**config.mk**
```make
export PLATFORM = sky130hd
export DESIGN_NAME = yuy2_to_rgb_converter_core_flat
export DESIGN_NICKNAME = d
export VERILOG_FILES = /design/src/hdl/y2r_pkg.sv /design/src/hdl/y2r_yuy2_if.sv /design/src/hdl/y2r_rgb_if.sv /design/src/hdl/y2r_chroma_mul.sv /design/src/hdl/y2r_term.sv /design/src/hdl/y2r_mix.sv /design/src/hdl/yuy2_to_rgb_converter_core.sv /design/src/flat_wrapper.sv
export SDC_FILE = /design/constraint.sdc
export NUM_CORES = 1
export LEC_CHECK = 0
export BUFFER_PORTS_ARGS = -buffer_cell sky130_fd_sc_hd__buf_2
export CORE_UTILIZATION = 50
export DETAILED_ROUTE_END_ITERATION = 6
export PLACE_DENSITY = 0.78
export SLEW_MARGIN = 5
export SYNTH_ARGS = -nofsm -noshare
export SYNTH_HDL_FRONTEND = slang
export SYNTH_SLANG_ARGS = --single-unit
```
**constraint.sdc**
```tcl
create_clock -name clk -period 6.7 [get_ports clk]
set_clock_uncertainty 0.1 [all_clocks]
set_input_delay 1.34 -clock clk [delete_from_list [all_inputs] [get_ports clk]]
set_output_delay 1.34 -clock clk [all_outputs]
set_load 0.05 [all_outputs]
```
**src/hdl/y2r_pkg.sv**
```systemverilog
`timescale 1ns / 1ps

package y2r_pkg;

	// Field widths
	localparam int PIX_W   = 8;
	localparam int DIFF_W  = 9;   // chroma minus mid, -128..127
	localparam int COEF_W  = 19;  // unsigned Q2.16 held as signed
	localparam int PROD_W  = 28;  // Q.16 products and the G sum
	localparam int TERM_W  = 10;  // integer chroma term, -260..258
	localparam int SUM_W   = 11;  // luma plus term
	localparam int FRAC_W  = 16;

	// Q2.16 coefficients
	localparam logic signed [COEF_W-1:0] COEF_R_V = 19'sd74711;
	localparam logic signed [COEF_W-1:0] COEF_G_U = 19'sd25887;
	localparam logic signed [COEF_W-1:0] COEF_G_V = 19'sd38076;
	localparam logic signed [COEF_W-1:0] COEF_B_U = 19'sd133169;

	localparam logic [PIX_W-1:0] CHROMA_MID = 8'd128;
	localparam logic [PIX_W-1:0] PIX_MAX    = 8'd255;
	localparam logic [FRAC_W-1:0] FRAC_ONES = {FRAC_W{1'b1}};

	// Stage 1: lumas and centered chroma
	typedef struct packed {
		logic [PIX_W-1:0]         y0;
		logic [PIX_W-1:0]         y1;
		logic signed [DIFF_W-1:0] du;
		logic signed [DIFF_W-1:0] dv;
	} y2r_diff_t;

	// Stage 2: Q.16 products
	typedef struct packed {
		logic [PIX_W-1:0]         y0;
		logic [PIX_W-1:0]         y1;
		logic signed [PROD_W-1:0] p_rv;
		logic signed [PROD_W-1:0] p_gu;
		logic signed [PROD_W-1:0] p_gv;
		logic signed [PROD_W-1:0] p_bu;
	} y2r_prod_t;

	// Stage 3: integer chroma terms
	typedef struct packed {
		logic [PIX_W-1:0]         y0;
		logic [PIX_W-1:0]         y1;
		logic signed [TERM_W-1:0] tr;
		logic signed [TERM_W-1:0] tg;
		logic signed [TERM_W-1:0] tb;
	} y2r_term_t;

	// Stage 4: two RGB888 pixels
	typedef struct packed {
		logic [PIX_W-1:0] r0;
		logic [PIX_W-1:0] g0;
		logic [PIX_W-1:0] b0;
		logic [PIX_W-1:0] r1;
		logic [PIX_W-1:0] g1;
		logic [PIX_W-1:0] b1;
	} y2r_rgb_t;

	// Integer part of a Q.16 value, rounded toward zero
	function automatic logic signed [TERM_W-1:0] trunc_q16(
		input logic signed [PROD_W-1:0] x
	);
		logic signed [PROD_W-1:0] biased;
		logic signed [PROD_W-1:0] shifted;
		biased  = x + (x[PROD_W-1] ? PROD_W'(FRAC_ONES) : PROD_W'(0));
		shifted = biased >>> FRAC_W;
		return shifted[TERM_W-1:0];
	endfunction

	// Luma plus term, clamped to 0..255
	function automatic logic [PIX_W-1:0] clamp_pix(
		input logic [PIX_W-1:0]         y,
		input logic signed [TERM_W-1:0] t
	);
		logic signed [SUM_W-1:0] s;
		s = $signed({{(SUM_W-PIX_W){1'b0}}, y}) + SUM_W'(t);
		if (s <= 0) begin
			return '0;
		end else if (s >= $signed({{(SUM_W-PIX_W){1'b0}}, PIX_MAX})) begin
			return PIX_MAX;
		end else begin
			return s[PIX_W-1:0];
		end
	endfunction

endpackage

```
**src/hdl/y2r_yuy2_if.sv**
```systemverilog
`timescale 1ns / 1ps

interface y2r_yuy2_if;
	logic       valid;
	logic       ready;
	logic [7:0] first_luma;
	logic [7:0] first_chroma;
	logic [7:0] second_luma;
	logic [7:0] second_chroma;

	modport source (
		output valid, first_luma, first_chroma, second_luma, second_chroma,
		input  ready
	);
	modport sink (
		input  valid, first_luma, first_chroma, second_luma, second_chroma,
		output ready
	);
endinterface

```
**src/hdl/y2r_rgb_if.sv**
```systemverilog
`timescale 1ns / 1ps

interface y2r_rgb_if;
	logic       valid;
	logic       ready;
	logic [7:0] red_first;
	logic [7:0] green_first;
	logic [7:0] blue_first;
	logic [7:0] red_second;
	logic [7:0] green_second;
	logic [7:0] blue_second;

	modport source (
		output valid, red_first, green_first, blue_first,
		       red_second, green_second, blue_second,
		input  ready
	);
	modport sink (
		input  valid, red_first, green_first, blue_first,
		       red_second, green_second, blue_second,
		output ready
	);
endinterface

```
**src/hdl/y2r_chroma_mul.sv**
```systemverilog
`timescale 1ns / 1ps

module y2r_chroma_mul (
	input  logic                 clk,
	input  logic                 arst_n,
	input  logic                 swap,
	input  logic                 in_valid,
	output logic                 in_ready,
	input  logic [7:0]           y0,
	input  logic [7:0]           c1,
	input  logic [7:0]           y1,
	input  logic [7:0]           c3,
	output logic                 out_valid,
	input  logic                 out_ready,
	output y2r_pkg::y2r_prod_t   out_data
);
	import y2r_pkg::*;

	logic      valid_s1;
	logic      valid_s2;
	logic      ready_s1;
	logic      ready_s2;
	y2r_diff_t diff_s1;
	y2r_prod_t prod_s2;
	y2r_diff_t diff_d;
	y2r_prod_t prod_d;

	// Stage advance: a stage loads when empty or when its beat moves on
	assign ready_s2 = !valid_s2 || out_ready;
	assign ready_s1 = !valid_s1 || ready_s2;
	assign in_ready = ready_s1;

	// Center chroma, pick U/V order
	always_comb begin
		logic signed [DIFF_W-1:0] d1;
		logic signed [DIFF_W-1:0] d3;
		d1 = $signed({1'b0, c1}) - $signed({1'b0, CHROMA_MID});
		d3 = $signed({1'b0, c3}) - $signed({1'b0, CHROMA_MID});
		diff_d.y0 = y0;
		diff_d.y1 = y1;
		diff_d.du = swap ? d3 : d1;
		diff_d.dv = swap ? d1 : d3;
	end

	// Four coefficient products
	always_comb begin
		logic signed [PROD_W-1:0] du_x;
		logic signed [PROD_W-1:0] dv_x;
		du_x = PROD_W'(diff_s1.du);
		dv_x = PROD_W'(diff_s1.dv);
		prod_d.y0   = diff_s1.y0;
		prod_d.y1   = diff_s1.y1;
		prod_d.p_rv = dv_x * PROD_W'(COEF_R_V);
		prod_d.p_gu = du_x * PROD_W'(COEF_G_U);
		prod_d.p_gv = dv_x * PROD_W'(COEF_G_V);
		prod_d.p_bu = du_x * PROD_W'(COEF_B_U);
	end

	// Valid bits
	always_ff @(posedge clk or negedge arst_n) begin
		if (!arst_n) begin
			valid_s1 <= 1'b0;
			valid_s2 <= 1'b0;
		end else begin
			if (ready_s1) valid_s1 <= in_valid;
			if (ready_s2) valid_s2 <= valid_s1;
		end
	end

	// Payload
	always_ff @(posedge clk) begin
		if (ready_s1 && in_valid) diff_s1 <= diff_d;
		if (ready_s2 && valid_s1) prod_s2 <= prod_d;
	end

	assign out_valid = valid_s2;
	assign out_data  = prod_s2;

	// A beat in stage 2 came out of stage 1
	a_s2_from_s1: assert property (@(posedge clk) disable iff (!arst_n)
		$rose(valid_s2) |-> $past(valid_s1))
		else $error("stage 2 filled without a stage 1 beat");

endmodule

```
**src/hdl/y2r_term.sv**
```systemverilog
`timescale 1ns / 1ps

module y2r_term (
	input  logic               clk,
	input  logic               arst_n,
	input  logic               in_valid,
	output logic               in_ready,
	input  y2r_pkg::y2r_prod_t in_data,
	output logic               out_valid,
	input  logic               out_ready,
	output y2r_pkg::y2r_term_t out_data
);
	import y2r_pkg::*;

	logic      valid_s3;
	logic      ready_s3;
	y2r_term_t term_s3;
	y2r_term_t term_d;

	assign ready_s3 = !valid_s3 || out_ready;
	assign in_ready = ready_s3;

	// G sum and truncation toward zero
	always_comb begin
		logic signed [PROD_W-1:0] g_sum;
		g_sum = -in_data.p_gu - in_data.p_gv;
		term_d.y0 = in_data.y0;
		term_d.y1 = in_data.y1;
		term_d.tr = trunc_q16(in_data.p_rv);
		term_d.tg = trunc_q16(g_sum);
		term_d.tb = trunc_q16(in_data.p_bu);
	end

	always_ff @(posedge clk or negedge arst_n) begin
		if (!arst_n) begin
			valid_s3 <= 1'b0;
		end else if (ready_s3) begin
			valid_s3 <= in_valid;
		end
	end

	always_ff @(posedge clk) begin
		if (ready_s3 && in_valid) term_s3 <= term_d;
	end

	assign out_valid = valid_s3;
	assign out_data  = term_s3;

	// B term is the widest; it stays within +-260
	a_tb_range: assert property (@(posedge clk) disable iff (!arst_n)
		valid_s3 |-> (term_s3.tb <= 10'sd260 && term_s3.tb >= -10'sd260))
		else $error("blue term out of range");

endmodule

```
**src/hdl/y2r_mix.sv**
```systemverilog
`timescale 1ns / 1ps

module y2r_mix (
	input  logic               clk,
	input  logic               arst_n,
	input  logic               in_valid,
	output logic               in_ready,
	input  y2r_pkg::y2r_term_t in_data,
	output logic               out_valid,
	input  logic               out_ready,
	output y2r_pkg::y2r_rgb_t  out_data
);
	import y2r_pkg::*;

	logic     valid_s4;
	logic     ready_s4;
	logic     load;
	y2r_rgb_t rgb_s4;
	y2r_rgb_t rgb_d;

	assign ready_s4 = !valid_s4 || out_ready;
	assign in_ready = ready_s4;
	assign load     = ready_s4 && in_valid;

	// Add terms to each luma, clamp
	always_comb begin
		rgb_d.r0 = clamp_pix(in_data.y0, in_data.tr);
		rgb_d.g0 = clamp_pix(in_data.y0, in_data.tg);
		rgb_d.b0 = clamp_pix(in_data.y0, in_data.tb);
		rgb_d.r1 = clamp_pix(in_data.y1, in_data.tr);
		rgb_d.g1 = clamp_pix(in_data.y1, in_data.tg);
		rgb_d.b1 = clamp_pix(in_data.y1, in_data.tb);
	end

	always_ff @(posedge clk or negedge arst_n) begin
		if (!arst_n) begin
			valid_s4 <= 1'b0;
		end else if (ready_s4) begin
			valid_s4 <= in_valid;
		end
	end

	always_ff @(posedge clk) begin
		if (load) rgb_s4 <= rgb_d;
	end

	assign out_valid = valid_s4;
	assign out_data  = rgb_s4;

	// Non-negative term never darkens, non-positive never brightens
	a_blue_up: assert property (@(posedge clk) disable iff (!arst_n)
		(load && !in_data.tb[TERM_W-1]) |=> (rgb_s4.b0 >= $past(in_data.y0)))
		else $error("blue dropped below luma on a positive term");

	a_red_down: assert property (@(posedge clk) disable iff (!arst_n)
		(load && (in_data.tr[TERM_W-1] || in_data.tr == '0))
		|=> (rgb_s4.r1 <= $past(in_data.y1)))
		else $error("red rose above luma on a negative term");

endmodule

```
**src/hdl/yuy2_to_rgb_converter_core.sv**
```systemverilog
`timescale 1ns / 1ps

// Channel   Dir  Beat
// pix_in    in   one YUY2 macropixel: Y0, C1, Y1, C3
// pix_out   out  two RGB888 pixels sharing the chroma
// cfg       in   chroma_swap bit (cfg_wr_en, cfg_wr_data)
//
// One macropixel per clock while pix_out is not stalled; four register stages,
// so a beat reaches pix_out.valid once it has passed through all four.
// Stages: chroma select, coefficient multiply, G sum and truncate,
// luma add and clamp. Each stage loads when empty or when its beat moves on,
// so a stall on pix_out backs up stage by stage without losing a beat.
// Reset clears all valid bits and chroma_swap.
module yuy2_to_rgb_converter_core (
	input  logic   clk,
	input  logic   arst_n,
	input  logic   cfg_wr_en,
	input  logic   cfg_wr_data,
	y2r_yuy2_if.sink  pix_in,
	y2r_rgb_if.source pix_out
);
	import y2r_pkg::*;

	logic      chroma_swap_q;
	logic      mul_valid;
	logic      mul_ready;
	y2r_prod_t mul_data;
	logic      term_valid;
	logic      term_ready;
	y2r_term_t term_data;
	y2r_rgb_t  rgb_data;

	// Mode register
	always_ff @(posedge clk or negedge arst_n) begin
		if (!arst_n) begin
			chroma_swap_q <= 1'b0;
		end else if (cfg_wr_en) begin
			chroma_swap_q <= cfg_wr_data;
		end
	end

	y2r_chroma_mul u_mul (
		.clk       (clk),
		.arst_n    (arst_n),
		.swap      (chroma_swap_q),
		.in_valid  (pix_in.valid),
		.in_ready  (pix_in.ready),
		.y0        (pix_in.first_luma),
		.c1        (pix_in.first_chroma),
		.y1        (pix_in.second_luma),
		.c3        (pix_in.second_chroma),
		.out_valid (mul_valid),
		.out_ready (mul_ready),
		.out_data  (mul_data)
	);

	y2r_term u_term (
		.clk       (clk),
		.arst_n    (arst_n),
		.in_valid  (mul_valid),
		.in_ready  (mul_ready),
		.in_data   (mul_data),
		.out_valid (term_valid),
		.out_ready (term_ready),
		.out_data  (term_data)
	);

	y2r_mix u_mix (
		.clk       (clk),
		.arst_n    (arst_n),
		.in_valid  (term_valid),
		.in_ready  (term_ready),
		.in_data   (term_data),
		.out_valid (pix_out.valid),
		.out_ready (pix_out.ready),
		.out_data  (rgb_data)
	);

	assign pix_out.red_first    = rgb_data.r0;
	assign pix_out.green_first  = rgb_data.g0;
	assign pix_out.blue_first   = rgb_data.b0;
	assign pix_out.red_second   = rgb_data.r1;
	assign pix_out.green_second = rgb_data.g1;
	assign pix_out.blue_second  = rgb_data.b1;

endmodule
```
**src/flat_wrapper.sv**
```systemverilog
// flat-port wrapper written by rule: the top's interface ports become plain ports
module yuy2_to_rgb_converter_core_flat import y2r_pkg::*;
  (clk, arst_n, cfg_wr_en, cfg_wr_data, pix_in_valid, pix_in_first_luma, pix_in_first_chroma, pix_in_second_luma, pix_in_second_chroma, pix_in_ready, pix_out_valid, pix_out_red_first, pix_out_green_first, pix_out_blue_first, pix_out_red_second, pix_out_green_second, pix_out_blue_second, pix_out_ready);
  y2r_yuy2_if pix_in_i ();
  y2r_rgb_if pix_out_i ();
  input  logic clk;
  input  logic arst_n;
  input  logic cfg_wr_en;
  input  logic cfg_wr_data;
  input wire logic [$bits(pix_in_i.valid)-1:0] pix_in_valid;
  input wire logic [$bits(pix_in_i.first_luma)-1:0] pix_in_first_luma;
  input wire logic [$bits(pix_in_i.first_chroma)-1:0] pix_in_first_chroma;
  input wire logic [$bits(pix_in_i.second_luma)-1:0] pix_in_second_luma;
  input wire logic [$bits(pix_in_i.second_chroma)-1:0] pix_in_second_chroma;
  output wire logic [$bits(pix_in_i.ready)-1:0] pix_in_ready;
  output wire logic [$bits(pix_out_i.valid)-1:0] pix_out_valid;
  output wire logic [$bits(pix_out_i.red_first)-1:0] pix_out_red_first;
  output wire logic [$bits(pix_out_i.green_first)-1:0] pix_out_green_first;
  output wire logic [$bits(pix_out_i.blue_first)-1:0] pix_out_blue_first;
  output wire logic [$bits(pix_out_i.red_second)-1:0] pix_out_red_second;
  output wire logic [$bits(pix_out_i.green_second)-1:0] pix_out_green_second;
  output wire logic [$bits(pix_out_i.blue_second)-1:0] pix_out_blue_second;
  input wire logic [$bits(pix_out_i.ready)-1:0] pix_out_ready;
  assign pix_in_i.valid = pix_in_valid;
  assign pix_in_i.first_luma = pix_in_first_luma;
  assign pix_in_i.first_chroma = pix_in_first_chroma;
  assign pix_in_i.second_luma = pix_in_second_luma;
  assign pix_in_i.second_chroma = pix_in_second_chroma;
  assign pix_in_ready = pix_in_i.ready;
  assign pix_out_valid = pix_out_i.valid;
  assign pix_out_red_first = pix_out_i.red_first;
  assign pix_out_green_first = pix_out_i.green_first;
  assign pix_out_blue_first = pix_out_i.blue_first;
  assign pix_out_red_second = pix_out_i.red_second;
  assign pix_out_green_second = pix_out_i.green_second;
  assign pix_out_blue_second = pix_out_i.blue_second;
  assign pix_out_i.ready = pix_out_ready;
  yuy2_to_rgb_converter_core u_core (.clk(clk), .arst_n(arst_n), .cfg_wr_en(cfg_wr_en), .cfg_wr_data(cfg_wr_data), .pix_in(pix_in_i), .pix_out(pix_out_i));
endmodule
```
==> reports/qor.csv, run 1 <==
metric,value,unit
total of endpoints with negative setup slack in the final report,0,
synthesized instance count,1979,
Total Die Area,0.0443,sq mm
final hold violation count,0,
Register-to-Register Path Depth,19,
warnings from Yosys,0,
clock-pin slew reported for the worst setup and hold paths after clock tree synthesis,0.06,ns
number of global-route vias before repair,14998,
class of the worst hold path,reg -> reg,
cts repair resizes,0,
overall track demand over capacity in global routing,20.2,%
sink of the worst hold path,u_core.u_mul.out_data[119],
# IOs,88,
run status,"finished, final reports clean",
Placement Rows,76,
Vert. Die Dim,210,um
clock period minus final worst setup slack,6.04,ns
average wire length per cell after detail routing,16.3,um
Crit path required time,6.89,ns
number of buffers and inverters on the critical path,4,
via-per-instance ratio,5.54,
width of the die,210,um
ys async rst share,2.03,%
worst flop-to-flop path startpoint,u_core.u_mul.diff_s1[0],
standard cell core area,0.0430,sq mm
slowest stage cell on the critical path,sky130_fd_sc_hd__fa_1,
cell-by-cell listing of the critical path,fa_1 -> inv_1 -> fa_1 -> inv_1 -> fa_1 -> inv_1 -> fa_1 -> inv_1 -> fa_1 -> ha_1 -> o21ai_0 -> a21boi_0 -> o21ai_0 -> a21oi_1 -> a41oi_1 -> a21oi_1 -> a221oi_1 -> a21oi_1 -> xor2_1,
Vias,14934,
slew at the pin with the worst max-slew slack,1.07,ns
starting utilization of the core area,50.6,%
mean instance size in the synthesized netlist,11.0,sq um
largest net degree at the start of global routing,60,
fmax,166,MHz
combined area of all synthesized cells,0.0217,sq mm
Buffers on Ports,87,
area taken by multi-input logic gates,0.0133,sq mm
hold buffers post-CTS,0,
total nets after synthesis,2532,
type of the setup path with the least slack,reg -> reg,
total negative slack for setup checks,0,ns
simple-gate share of the synthesized area,8.34,%
1st-iter DRT viols,843,
largest family of logic cells by synthesized area,adder cells,
worst hold path cell count,0,
count of clock tree sinks,246,
adder-cell share of the synthesized area,32.9,%
total inserted antenna cells,0,
Compound-Gate Fraction of Synth Area,12.3,%
synthesis-to-finish area growth,9.43,%
Max Cap Violations,0,
normalized max-slew margin,28.6,%
Reg-to-Reg End,u_core.u_mul.out_data[107],
sequential-to-total area share from yosys stat,33.9,%
Synth Flop Type,sky130_fd_sc_hd__edfxtp_1,
kind of start point of the critical path,flip-flop,
number of post-CTS setup repair buffers,0,
clock tree from TritonCTS,done,
first-pass GRT wire length,72.5,mm
sequential cell area,0.00736,sq mm
CP Max Fanout,9,
"Largest delay share family, worst path",adder cells,
clock insertion delay at the later pin of the skew report,0.57,ns
antenna-violating nets left,0,
routed wire length,44.0,mm
Cell variety after synth,83,
number of antenna violations at the first check in global routing,0,
"EDFF count, synth",241,
Clock Tree Root,sky130_fd_sc_hd__clkbuf_16,
Inserted Clock Buffers,29,
final critical-path share of the clock period,90.1,%
Most common cell on crit path,sky130_fd_sc_hd__fa_1,
flop-to-flop setup slack,0.66,ns
element type at the critical path end,flip-flop,
number of optimization iterations in the first detailed-route pass,7,
CTS H-tree depth,1,
Critical Path Max Stage Delay,0.68,ns
routability-driven placement congestion ratio,0.893,
overflow left after global routing,0,
Layout Cells excl Fill,2694,
layout cells sized above 1,9.44,%
source of the critical timing path,u_core.u_mul.diff_s1[0],
beginning of the worst hold path,u_core.u_mul.diff_s1[25],
total number of nets in the final design,2640,
fraction of synthesized area in multiplexers,1.43,%
count of final max-slew check failures,0,
post-route DRC violation count,0,
Synth Register Bits,246,
maximum buffer depth of the clock tree,3,
detailed placer's ending HPWL,35.6,mm
setup repair after global routing missed its margin,false,
Filler Cell Count,3667,
synthesized-area fraction occupied by xor and xnor cells,6.13,%
number of cells in the design after placement,2641,
"Arr. time, crit path",6.23,ns
==> cells in the mapped netlist, types with 5 or more instances <==
cell type / instances / area, sq um
sky130_fd_sc_hd__nor2_1: 97 / 364
sky130_fd_sc_hd__fa_1: 95 / 1900
sky130_fd_sc_hd__o21bai_1: 25 / 188
sky130_fd_sc_hd__o21a_1: 29 / 218
sky130_fd_sc_hd__nor4_1: 8 / 50.1
sky130_fd_sc_hd__a21boi_0: 5 / 37.5
sky130_fd_sc_hd__and3_1: 19 / 119
sky130_fd_sc_hd__xor2_1: 45 / 394
sky130_fd_sc_hd__inv_1: 275 / 1030
sky130_fd_sc_hd__or2_2: 12 / 75.1
sky130_fd_sc_hd__nor3_1: 32 / 160
sky130_fd_sc_hd__dfrtp_1: 5 / 125
sky130_fd_sc_hd__o2111ai_1: 7 / 61.3
sky130_fd_sc_hd__nor2b_1: 21 / 131
sky130_fd_sc_hd__ha_1: 420 / 5260
sky130_fd_sc_hd__nand3_1: 46 / 230
sky130_fd_sc_hd__o211ai_1: 9 / 67.6
sky130_fd_sc_hd__a211o_1: 5 / 43.8
sky130_fd_sc_hd__a211oi_1: 7 / 52.6
sky130_fd_sc_hd__a31o_2: 7 / 61.3
sky130_fd_sc_hd__nand4_1: 10 / 62.6
sky130_fd_sc_hd__o31ai_1: 9 / 67.6
sky130_fd_sc_hd__clkbuf_1: 13 / 48.8
sky130_fd_sc_hd__edfxtp_1: 241 / 7240
sky130_fd_sc_hd__or3_1: 14 / 87.6
sky130_fd_sc_hd__mux2i_1: 7 / 70.1
sky130_fd_sc_hd__nand2_1: 48 / 180
sky130_fd_sc_hd__o21ai_0: 50 / 250
sky130_fd_sc_hd__nand2b_1: 10 / 62.6
sky130_fd_sc_hd__a31oi_1: 8 / 50.1
sky130_fd_sc_hd__a21oi_1: 127 / 636
sky130_fd_sc_hd__xnor2_1: 107 / 937
sky130_fd_sc_hd__and2_1: 12 / 75.1
sky130_fd_sc_hd__a21o_1: 50 / 375
sky130_fd_sc_hd__mux2_2: 18 / 203
sky130_fd_sc_hd__o41ai_1: 6 / 52.6
==> stage by stage <==
step | hold WS [ns] | cell area [sq um] | setup WS [ns] | util (%)
2_1_floorplan | 0.300 | 21700 | 1.21 | -
3_3_place_gp | 0.302 | 22900 | 0.883 | 53.3
3_5_place_dp | 0.305 | 22900 | 0.658 | 53.3
4_1_cts | 0.319 | 23800 | 0.674 | 55.3
5_1_grt | 0.323 | 23800 | 0.332 | 55.3
6_report | 0.317 | 23800 | 0.661 | 55.3
==> cells in the final DEF (no fill, tap or decap), drive strengths merged, types with 6 or more instances in the layout <==
master and count:
ha 420, inv 276, edfxtp 241, a21oi 127, xnor2 107, nor2 97
fa 95, buf 92, a21o 52, o21ai 51, nand2 48, nand3 46
xor2 45, nor3 33, clkbuf 31, o21a 29, o21bai 25, nor2b 21
and3 20, mux2 19, clkinv 17, or3 14, and2 13, or2 12
nand4 10, nand2b 10, o31ai 10, o211ai 9, a31oi 8, nor4 8
a211oi 8, mux2i 8, a31o 8, o2111ai 7, o41ai 6
==> worst max path at each step <==
stage	cells after the start	slack, ns	to
after floorplan	18	1.21	u_core.u_mul.out_data[82]
after global placement	19	0.88	u_core.u_mul.out_data[109]
after detailed placement	19	0.66	u_core.u_mul.out_data[107]
after CTS	19	0.67	u_core.u_mul.out_data[107]
after global routing	18	0.33	u_core.u_mul.out_data[82]
final	19	0.66	u_core.u_mul.out_data[107]
==> worst reg2reg max path, stage by stage, from the launching register on <==
cell and delay [ns]:
sky130_fd_sc_hd__edfxtp_1 0.60, sky130_fd_sc_hd__fa_1 0.68, sky130_fd_sc_hd__inv_1 0.08, sky130_fd_sc_hd__fa_1 0.50, sky130_fd_sc_hd__inv_1 0.05, sky130_fd_sc_hd__fa_1 0.47
sky130_fd_sc_hd__inv_1 0.06, sky130_fd_sc_hd__fa_1 0.53, sky130_fd_sc_hd__inv_1 0.05, sky130_fd_sc_hd__fa_1 0.45, sky130_fd_sc_hd__ha_1 0.35, sky130_fd_sc_hd__o21ai_0 0.13
sky130_fd_sc_hd__a21boi_0 0.16, sky130_fd_sc_hd__o21ai_0 0.20, sky130_fd_sc_hd__a21oi_1 0.12, sky130_fd_sc_hd__a41oi_1 0.28, sky130_fd_sc_hd__a21oi_1 0.18, sky130_fd_sc_hd__a221oi_1 0.46
sky130_fd_sc_hd__a21oi_1 0.15, sky130_fd_sc_hd__xor2_1 0.18
==> sequential cells by signal, indices dropped and copies added (netlist names) <==
| register | cells |
|---|---|
| u_core.u_term.out_valid | 1 |
| u_core.u_mix.out_valid | 1 |
| u_core.u_term.out_data | 46 |
| u_core.u_mul.diff_s1 | 32 |
| u_core.chroma_swap_q | 1 |
| u_core.u_mul.valid_s1 | 1 |
| u_core.u_mix.out_data | 48 |
| u_core.u_mul.out_data | 115 |
| u_core.u_mul.out_valid | 1 |
==> kinds of logic (layout without fill, tap and decap cells) <==
family                     after synthesis  in the layout
DFF                                    246            246
and+or+nand+nor                        354            354
muxes                                   27             27
xor gates and xnor gates               152            152
AOI/OAI and AO/OA                      395            395
adders and majority gates              515            515
buffers and inverters                  290            420
==> area by class of cell <==
type                    count  area share (%)
clock inverters            22           0.658
repair buffers             92            1.99
inverters                 275            4.34
well taps                 585            3.08
clock buffers              31            3.08
multi-input cells        1443            55.9
flip-flops and latches    246            31.0
==> metal layers <==
layer | wire [um] | global-route usage (%) | vias up
met1 | 19800 | 26.0 | 7117
met3 | 1980 | 2.52 | 72
met2 | 20900 | 35.1 | 387
met4 | 1340 | 6.95 | 0
met5 | 0 | 0 | -
li1 | - | - | 7358
Power of run 1 is left out: the tool's default activity adds up to more than one toggle a clock period on the data nets, which glitch-free logic cannot reach.
==> run 2: changes to the inputs <==
--- a/config.mk
+++ b/config.mk
@@ -6,9 +6,11 @@
 export NUM_CORES = 1
 export LEC_CHECK = 0
 export BUFFER_PORTS_ARGS = -buffer_cell sky130_fd_sc_hd__buf_2
+export CORE_MARGIN = 2
 export CORE_UTILIZATION = 50
 export DETAILED_ROUTE_END_ITERATION = 6
 export PLACE_DENSITY = 0.78
+export RECOVER_POWER = 100
 export SLEW_MARGIN = 5
 export SYNTH_ARGS = -nofsm -noshare
 export SYNTH_HDL_FRONTEND = slang
==> run 2 against run 1 <==
- the flow now finishes with violations (max-capacitance violations, max-slew violations)
- cell area barely moved
- via count shrank 0.33%
- setup slack lost 0.055 ns
- hold slack got worse by 0.0064 ns
- sequential share of layout area hardly changed
- critical path type unchanged
==> reports/qor.csv, run 2 (synthesis gave the netlist of run 1 again) <==
metric,value,unit
maximum buffer depth of the clock tree,3,
CTS H-tree depth,1,
count of final max-slew check failures,194,
count of clock tree sinks,246,
area taken by multi-input logic gates,0.0133,sq mm
setup repair after global routing missed its margin,false,
clock-pin slew reported for the worst setup and hold paths after clock tree synthesis,0.06,ns
Crit path required time,6.93,ns
slowest stage cell on the critical path,sky130_fd_sc_hd__fa_1,
"top library cells by usage in the layout, fill and taps aside","sky130_fd_sc_hd__ha_1, sky130_fd_sc_hd__inv_1, sky130_fd_sc_hd__edfxtp_1, sky130_fd_sc_hd__a21oi_1, sky130_fd_sc_hd__xnor2_1",
most frequent standard cell in the layout excluding fill and tap cells,sky130_fd_sc_hd__ha_1,
run status,"complete, but fails checks",
overall track demand over capacity in global routing,20.1,%
Total Die Area,0.0451,sq mm
clock insertion delay at the later pin of the skew report,0.59,ns
layout cells sized above 1,5.97,%
Max Cap Violations,4,
failing checks,"max-capacitance violations, max-slew violations",
largest net degree at the start of global routing,65,
via-per-instance ratio,5.52,
Inserted Clock Buffers,29,
width of the die,212,um
routed wire length,44.5,mm
average wire length per cell after detail routing,16.5,um
detailed placer's ending HPWL,35.6,mm
number of optimization iterations in the first detailed-route pass,5,
max FFs per register,115,
total number of nets in the final design,2640,
Most common cell on crit path,sky130_fd_sc_hd__fa_1,
overflow left after global routing,0,
final hold violation count,0,
kind of start point of the critical path,flip-flop,
hold buffers post-CTS,0,
number of post-CTS setup repair buffers,0,
number of antenna violations at the first check in global routing,0,
slew at the pin with the worst max-slew slack,4.31,ns
class of the worst hold path,reg -> reg,
CP Max Fanout,9,
total of endpoints with negative setup slack in the final report,0,
type of the setup path with the least slack,reg -> reg,
Critical Path Max Stage Delay,0.68,ns
total inserted antenna cells,0,
Buffers on Ports,87,
starting utilization of the core area,50.6,%
standard cell core area,0.0430,sq mm
total negative slack for setup checks,0,ns
synthesis-to-finish area growth,9.45,%
clock tree from TritonCTS,done,
Clock Tree Root,sky130_fd_sc_hd__clkbuf_16,
number of global-route vias before repair,15136,
1st-iter DRT viols,863,
Filler Cell Count,3763,
routability-driven placement congestion ratio,0.920,
cell-by-cell listing of the critical path,fa_1 -> inv_1 -> fa_1 -> inv_1 -> fa_1 -> inv_1 -> fa_1 -> inv_1 -> fa_1 -> ha_1 -> o21ai_0 -> a21boi_0 -> o21ai_0 -> a21oi_1 -> a41oi_1 -> a21oi_1 -> a221oi_1 -> a21oi_1 -> xor2_1,
flop-to-flop setup slack,0.61,ns
cts repair resizes,0,
sequential cell area,0.00736,sq mm
Placement Rows,76,
element type at the critical path end,flip-flop,
Vert. Die Dim,212,um
fmax,164,MHz
first-pass GRT wire length,73.1,mm
post-route DRC violation count,0,
Layout Cells excl Fill,2695,
clock period minus final worst setup slack,6.09,ns
# IOs,88,
Vias,14885,
normalized max-slew margin,-188,%
number of cells in the design after placement,2641,
final critical-path share of the clock period,91.0,%
antenna-violating nets left,0,
"Arr. time, crit path",6.32,ns
-- run 2: changes by cell type in the layout (fill, tap and decap cells not counted), moves of 4 or more --
cell	change
sky130_fd_sc_hd__mux2_2	-13
sky130_fd_sc_hd__and2_0	+5
sky130_fd_sc_hd__mux2_1	+13
sky130_fd_sc_hd__clkbuf_1	+60
sky130_fd_sc_hd__buf_2	-54
sky130_fd_sc_hd__clkbuf_8	+4
-- run 2: layer usage --
| layer | GRT usage (%) | wire length, um | vias to the layer above |
|---|---|---|---|
| li1 | - | - | 7349 |
| met1 | 26.1 | 20700 | 7165 |
| met2 | 34.5 | 20700 | 281 |
| met3 | 2.60 | 1660 | 90 |
| met4 | 6.92 | 1520 | 0 |
| met5 | 0 | 0 | - |
-- run 2: through the flow --
stage | setup WS [ns] | cell area, sq um | hold WS [ns] | util, %
floorplan | 1.21 | 21700 | 0.300 | -
global placement | 0.871 | 22900 | 0.301 | 53.3
detailed placement | 0.659 | 22900 | 0.305 | 53.3
CTS | 0.638 | 23900 | 0.310 | 55.5
global route | 0.163 | 23800 | 0.317 | 55.3
finish | 0.605 | 23800 | 0.311 | 55.3
-- run 2: cell type report --
| class | instances | area share [%] |
|---|---|---|
| clock buffers | 39 | 3.38 |
| inverters | 275 | 4.34 |
| repair buffers | 92 | 1.67 |
| flip-flops and latches | 246 | 31.0 |
| clock inverters | 15 | 0.742 |
| well taps | 585 | 3.08 |
| multi-input cells | 1443 | 55.8 |
-- run 2: critical path, delay by kind of cell (launching register included) --
kind	cells	cell delay [ns]
buffers and inverters	4	0.23
AOI/OAI and AO/OA	8	1.78
adders and majority gates	6	2.98
xor gates and xnor gates	1	0.17
DFF	1	0.59
-- run 2: path summary, 6_finish.rpt --
path / cells past startpoint / start / end
max in group asynchronous: 1 / arst_n / u_core.u_mix.out_valid
min in group asynchronous: 1 / arst_n / u_core.chroma_swap_q
worst min-delay path: 0 / u_core.u_mul.out_data[120] / u_core.u_term.out_data[38]
worst max register to register: 19 / u_core.u_mul.diff_s1[0] / u_core.u_mul.out_data[109]
worst min register to register: 0 / u_core.u_mul.out_data[120] / u_core.u_term.out_data[38]
worst max-delay path: 19 / u_core.u_mul.diff_s1[0] / u_core.u_mul.out_data[109]
Power of run 2 is left out for the same reason.
